[src/hw/rtl/bpd_pkg.sv]
// Shared widths, limits and result type for the baseline pulse detector.
package bpd_pkg;

    localparam int SAMPLE_W  = 12;
    localparam int INDEX_W   = 16;
    localparam int S_TDATA_W = 16;
    localparam int M_TDATA_W = 48;

    localparam logic [INDEX_W-1:0] INDEX_MAX = {INDEX_W{1'b1}};

    typedef logic [SAMPLE_W-1:0] sample_t;
    typedef logic [INDEX_W-1:0]  index_t;

    // Packed so that pulse_start lands in the lowest bits of m_tdata.
    typedef struct packed {
        index_t pulse_length;
        index_t pulse_end;
        index_t pulse_start;
    } result_t;

endpackage

[src/hw/rtl/baseline_pulse_detector_unit.sv]
// Top level of the baseline pulse detector: input register, core and result register.
//
//  channel | dir | handshake                  | payload
//  --------+-----+----------------------------+-----------------------------------------
//  s_      | in  | s_tvalid / s_tready        | s_tdata: sample; s_tlast: last_sample
//  m_      | out | m_tvalid / m_tready        | m_tdata: start, end, length
//  cfg_    | in  | cfg_valid / cfg_ready      | cfg_data: pulse_threshold
//
// One item is accepted per cycle unless a closing item waits on a stalled result. When the
// core takes an item from the input register, it is evaluated against the window state and
// the result register loads, so m_tvalid rises as the closing item moves on. Reset is
// synchronous and clears the window state, the threshold and both valid flags. A stalled
// result only holds back items marked last; other samples flow until a last item waits.
module baseline_pulse_detector_unit (
    input  logic                            aclk,
    input  logic                            aresetn,
    input  logic                            s_tvalid,
    output logic                            s_tready,
    input  logic [bpd_pkg::S_TDATA_W-1:0]   s_tdata,   // [11:0] sample, [15:12] zero
    input  logic                            s_tlast,
    output logic                            m_tvalid,
    input  logic                            m_tready,
    // [15:0] pulse_start, [31:16] pulse_end, [47:32] pulse_length
    output logic [bpd_pkg::M_TDATA_W-1:0]   m_tdata,
    input  logic                            cfg_valid,
    output logic                            cfg_ready,
    input  logic [bpd_pkg::SAMPLE_W-1:0]    cfg_data
);

    logic             in_valid_reg, in_valid_next;
    bpd_pkg::sample_t in_sample_reg;
    logic             in_last_reg;
    bpd_pkg::sample_t thr_reg;

    logic             proceed;
    logic             core_fire;
    logic             res_valid;
    bpd_pkg::result_t res;
    bpd_pkg::result_t out_data;

    // A closing item may only move on when the result register is free or draining.
    assign proceed   = !in_last_reg || !m_tvalid || m_tready;
    assign core_fire = in_valid_reg && proceed;
    assign s_tready  = !in_valid_reg || proceed;
    assign cfg_ready = 1'b1;

    always_comb begin
        if (s_tvalid && s_tready) begin
            in_valid_next = 1'b1;
        end else if (core_fire) begin
            in_valid_next = 1'b0;
        end else begin
            in_valid_next = in_valid_reg;
        end
    end

    always_ff @(posedge aclk) begin
        if (!aresetn) begin
            in_valid_reg <= 1'b0;
            thr_reg      <= '0;
        end else begin
            in_valid_reg <= in_valid_next;
            if (cfg_valid && cfg_ready) begin
                thr_reg <= cfg_data;
            end
        end
    end

    always_ff @(posedge aclk) begin
        if (s_tvalid && s_tready) begin
            in_sample_reg <= s_tdata[bpd_pkg::SAMPLE_W-1:0];
            in_last_reg   <= s_tlast;
        end
    end

    bpd_core u_core (
        .aclk            (aclk),
        .aresetn         (aresetn),
        .item_fire       (core_fire),
        .sample          (in_sample_reg),
        .last_sample     (in_last_reg),
        .pulse_threshold (thr_reg),
        .res_valid       (res_valid),
        .res             (res)
    );

    bpd_out_reg u_out (
        .aclk     (aclk),
        .aresetn  (aresetn),
        .load     (res_valid),
        .res      (res),
        .m_tready (m_tready),
        .m_tvalid (m_tvalid),
        .data     (out_data)
    );

    assign m_tdata = out_data;

    a_no_overwrite: assert property (@(posedge aclk) disable iff (!aresetn)
        res_valid |-> !(m_tvalid && !m_tready))
        else $error("result register overwritten while stalled");

    a_hold_stalled: assert property (@(posedge aclk) disable iff (!aresetn)
        (in_valid_reg && !core_fire) |=> in_valid_reg && $stable(in_sample_reg))
        else $error("stalled input item lost");

endmodule

[src/hw/rtl/bpd_core.sv]
// Window state and per-sample pulse evaluation of the baseline pulse detector.
module bpd_core (
    input  logic              aclk,
    input  logic              aresetn,
    input  logic              item_fire,
    input  bpd_pkg::sample_t  sample,
    input  logic              last_sample,
    input  bpd_pkg::sample_t  pulse_threshold,
    output logic              res_valid,
    output bpd_pkg::result_t  res
);

    bpd_pkg::index_t  idx_reg, idx_next;
    bpd_pkg::sample_t base_reg, base_next;
    bpd_pkg::index_t  start_reg, start_next;
    bpd_pkg::index_t  end_reg, end_next;
    logic             ended_reg, ended_next;

    bpd_pkg::sample_t diff;
    logic             outside;

    always_comb begin
        diff    = (sample > base_reg) ? (sample - base_reg) : (base_reg - sample);
        outside = diff > pulse_threshold;
    end

    always_comb begin
        idx_next   = idx_reg;
        base_next  = base_reg;
        start_next = start_reg;
        end_next   = end_reg;
        ended_next = ended_reg;
        if (idx_reg == '0) begin
            base_next = sample;
        end else if (!ended_reg) begin
            if (outside) begin
                if (start_reg == '0) begin
                    start_next = idx_reg;
                end
            end else if (start_reg != '0) begin
                end_next   = idx_reg;
                ended_next = 1'b1;
            end
        end
        if (idx_reg != bpd_pkg::INDEX_MAX) begin
            idx_next = idx_reg + 1'b1;
        end
    end

    // The result reflects the sample that closes the window.
    always_comb begin
        res_valid        = item_fire && last_sample;
        res.pulse_start  = start_next;
        res.pulse_end    = end_next;
        res.pulse_length = ended_next ? (end_next - start_next) : '0;
    end

    always_ff @(posedge aclk) begin
        if (!aresetn) begin
            idx_reg   <= '0;
            base_reg  <= '0;
            start_reg <= '0;
            end_reg   <= '0;
            ended_reg <= 1'b0;
        end else if (item_fire) begin
            if (last_sample) begin
                idx_reg   <= '0;
                base_reg  <= '0;
                start_reg <= '0;
                end_reg   <= '0;
                ended_reg <= 1'b0;
            end else begin
                idx_reg   <= idx_next;
                base_reg  <= base_next;
                start_reg <= start_next;
                end_reg   <= end_next;
                ended_reg <= ended_next;
            end
        end
    end

    a_ended_order: assert property (@(posedge aclk) disable iff (!aresetn)
        ended_reg |-> (start_reg != '0) && (end_reg >= start_reg))
        else $error("pulse end recorded without a valid start");

    a_fresh_window: assert property (@(posedge aclk) disable iff (!aresetn)
        (idx_reg == '0) |-> (start_reg == '0) && !ended_reg)
        else $error("window state not cleared at index zero");

endmodule

[src/hw/rtl/bpd_out_reg.sv]
// Result register holding one finished item for the master side.
module bpd_out_reg (
    input  logic             aclk,
    input  logic             aresetn,
    input  logic             load,
    input  bpd_pkg::result_t res,
    input  logic             m_tready,
    output logic             m_tvalid,
    output bpd_pkg::result_t data
);

    logic             valid_reg, valid_next;
    bpd_pkg::result_t data_reg;

    always_comb begin
        if (load) begin
            valid_next = 1'b1;
        end else if (m_tready) begin
            valid_next = 1'b0;
        end else begin
            valid_next = valid_reg;
        end
    end

    always_ff @(posedge aclk) begin
        if (!aresetn) begin
            valid_reg <= 1'b0;
        end else begin
            valid_reg <= valid_next;
        end
    end

    always_ff @(posedge aclk) begin
        if (load) begin
            data_reg <= res;
        end
    end

    assign m_tvalid = valid_reg;
    assign data     = data_reg;

endmodule

[config.mk]
export PLATFORM = sky130hd
export DESIGN_NAME = baseline_pulse_detector_unit
export DESIGN_NICKNAME = d
export VERILOG_FILES = /design/src/hw/rtl/bpd_pkg.sv /design/src/hw/rtl/baseline_pulse_detector_unit.sv /design/src/hw/rtl/bpd_core.sv /design/src/hw/rtl/bpd_out_reg.sv
export SDC_FILE = /design/constraint.sdc
export NUM_CORES = 1
export LEC_CHECK = 0
export ABC_AREA = 0
export BUFFER_PORTS_ARGS = -buffer_cell sky130_fd_sc_hd__clkbuf_2
export CAP_MARGIN = 10
export CORE_ASPECT_RATIO = 1.4
export CORE_MARGIN = 4
export CORE_UTILIZATION = 50
export CTS_BUF_LIST = sky130_fd_sc_hd__clkbuf_16
export CTS_CLUSTER_DIAMETER = 30
export CTS_CLUSTER_SIZE = 8
export DETAILED_ROUTE_END_ITERATION = 7
export GPL_TIMING_DRIVEN = 1
export MAX_ROUTING_LAYER = met4
export PLACE_DENSITY_LB_ADDON = 0.2
export REMOVE_ABC_BUFFERS = 1
export SLEW_MARGIN = 15
export SYNTH_ARGS = -nofsm -noshare
export SYNTH_HDL_FRONTEND = slang
export SYNTH_SLANG_ARGS = --single-unit
[constraint.sdc]
create_clock -name aclk -period 12 [get_ports aclk]
set_clock_uncertainty 0.05 [all_clocks]
set_input_delay 0.6 -clock aclk [delete_from_list [all_inputs] [get_ports aclk]]
set_output_delay 0.6 -clock aclk [all_outputs]
set_load 0.02 [all_outputs]
==> flow_metrics.tcl <==
set metrics [dict create \
    status "complete, no violations" \
    power_density_nw_per_um2 126.3 \
    gp_congestion 0.8844 \
    synth_common_cells "dfxtp_1 (75), nand2_1 (68), inv_1 (66)" \
    final_nets 942 \
    grt_pass1_wl_um 30050 \
    cp.arrival_ps 8810 \
    grt_overflow 0 \
    worstPathRequired_ps 12120 \
    numCtsBuffers 17 \
    synth_edf_count 61 \
    cts_resized 0 \
    core_area_sq_um 15050 \
    ys_seq_area_share_pct 43.32 \
    vias 5963 \
    numPortBuffers 79 \
    drtIter0Drc 433 \
    wire_per_inst_um 17.48 \
    cts_tree "yes" \
    gr-usage-met3_pct 4.658 \
    place_hpwl_um 13260 \
    synth_compound_area_share_pct 16.51 \
    fin_crit_ps 8693 \
    yosysWarnings 0 \
    multi_input_area_sq_um 3910 \
    drive_above_1_share_pct 16.51 \
    antenna_cells 0 \
    slowest_delay_ps 660 \
    post_cts_buffers 0 \
    critPathSlowestCell "nand2_1" \
    synth_top_area_share_pct 23.81 \
    max_slew_margin_pct 25.28 \
    die-area_sq_um 17460 \
    drc 0 \
    synthMuxAreaShare_pct 3.529 \
    clk_path_buf_depth 2 \
    root_buffer "clkbuf_16" \
    sw_frac_of_total_pct 26.36 \
    startpoint_type "register" \
    met2_usage_pct 39.58 \
    dpl-instance-area_sq_um 8172 \
    slew_viol_final 0 \
    end_kind "register" \
    maxCapViolations 0 \
    area_delta_synth_final_pct 12.70 \
    clk_latency_ps 420 \
    yosys_most_used_dff "dfxtp_1" \
    synth_area_per_cell_sq_um 9.653 \
    synth-async-reset-ratio_pct 0 \
    yosys-top-cells-area "edfxtp_1 (24%), dfxtp_1 (20%), ha_1 (7.6%)" \
    vdd_drop_max_mv 0.09182 \
    grt_pass1_vias 6047 \
    seq_power_share_pct 45.6 \
    fp.dieH_um 154.8 \
    io_pins 85 \
    via_per_inst 5.604 \
    seqCellArea_sq_um 3333 \
    fmax_mhz 115.0 \
    row_count 53 \
    p_switching_uw 288.6 \
    met1_usage_pct 24.18 \
    p_int_uw 806.2 \
    synthXorXnorAreaFrac_pct 3.984 \
    whs_endpoint "in_sample_reg[6]" \
    worstHoldStart "s_tdata[6]" \
    grt-busiest-layer "met2" \
    synthAdderAreaFrac_pct 8.831 \
    hold-path-cell-count 1 \
    rsz0062_at_grt "no" \
    worst_pin_slew_ps 1113 \
    rrSetupSlack_ps 3310 \
    grt_max_degree 61 \
    p_clk_share_pct 40.6 \
    largest_register_ffs 48 \
    critical_path_peak_fanout 20 \
    post-route-period-util_pct 72.44 \
    syn_area_sq_um 7694 \
    crit_type "reg -> reg" \
    finalSetupViolCount 0 \
    synth_top_area_cell "edfxtp_1" \
    yosys.cell_count.top_type "dfxtp_1" \
    r2r_end "u_out.data[44]" \
    r2r_start "in_sample_reg[0]" \
    hold_buffers 0 \
    drt_wl_total_um 18600 \
    fin_tns_setup_ps 0 \
    crit_top_cell "inv_1" \
    synth_top_family_by_area "simple AND/OR/NAND/NOR gates" \
    ant_nets 0 \
    path_clk_slew_ps 60 \
    finalHoldViolCount 0 \
    pwr-share-comb_pct 13.7 \
    die_x_um 112.8 \
    yosys.area_share.simple_pct 17.89 \
    hp-class "in -> reg" \
    r2r_cells 35 \
    p_leak_uw 0.003658 \
    netlist_instances 797 \
    total_power_uw 1095 \
    yosys_register_bits 136 \
    fill_cells 1329 \
    cts_max_level 4 \
    crit_path_start "in_sample_reg[0]" \
    finalInstanceArea_sq_um 8671 \
    first_pass_iters 5 \
    groute.usage.overall_pct 22.40 \
    antenna_found_initial 0 \
    ys_types 74 \
    start_util_pct 51.11 \
    cts_sinks 136 \
]
-- worst max-delay path, delay by kind of cell, from the launching register on --
kind	cells	cell delay, ps
buf+inv	6	700
fa+ha+maj	6	1660
xor+xnor	1	160
simple gates	5	1660
compound gates	15	3510
flops	1	420
mux	2	270
-- kinds of logic (layout without fill, tap and decap cells) --
kind of cell	after synthesis	in the layout
adders and majority gates	54	54
muxes	27	27
AOI/OAI and AO/OA	177	177
other	1	1
DFF	136	136
buffers and inverters	109	184
and+or+nand+nor	258	258
xor gates and xnor gates	35	35
-- layer usage --
metal,part of all wire [%],vias to the layer above
met5,0,-
met4,3.2,0
met3,3.4,40
met2,54,138
met1,39,2856
li1,-,2929
-- worst max path at each step --
stage | endpoint | slack (ps)
after CTS | u_out.data[44] | 3280
after floorplan | u_out.data[47] | 4440
after global placement | u_out.data[44] | 3550
after detailed placement | u_out.data[44] | 3380
final | u_out.data[44] | 3310
after global routing | u_out.data[44] | 2630
-- through the flow --
stage | worst slack, ps | hold WS [ps] | cells | utilization (%)
after global routing | 2633 | 280.4 | 1064 | 57.60
final | 3307 | 303.2 | 1064 | 57.60
after CTS | 3277 | 288.5 | 1064 | 57.60
after detailed placement | 3377 | 459.6 | 1032 | 54.28
after global placement | 3554 | 452.3 | 1032 | 54.28
after floorplan | 4443 | 416.9 | 756 | -
-- final cells by class --
cell class / count / area share (%)
Multi-Input combinational cell: 552 / 45.09
Sequential cell: 136 / 38.44
Timing Repair Buffer: 84 / 4.993
Clock buffer: 17 / 4.906
Inverter: 68 / 2.944
Tap cell: 192 / 2.771
Clock inverter: 15 / 0.8514
-- layout by cell type, fill, tap and decap left out, types with 10 or more instances in the layout --
cell	Yosys	final
a21o_1	26	26
a21oi_1	36	36
a22oi_1	31	31
and2_1	16	16
clkbuf_16	0	17
clkbuf_2	0	79
dfxtp_1	75	75
edfxtp_1	61	61
ha_1	47	47
inv_1	66	69
mux2i_1	26	26
nand2_1	68	68
nand3_1	20	20
nand4_1	10	10
nor2_1	48	47
nor2b_1	47	47
nor3_1	10	10
o21ai_0	31	30
xnor2_1	23	23
xor2_1	12	12
-- power by group through the flow --
stage	registers (uW)	logic (uW)	clock network, uW
after detailed placement	509	150	0
after CTS	499	151	456
after global placement	509	145	0
after floorplan	511	98.4	0
final	499	151	445
after global routing	500	166	476
(Power assumes the default switching activity.)
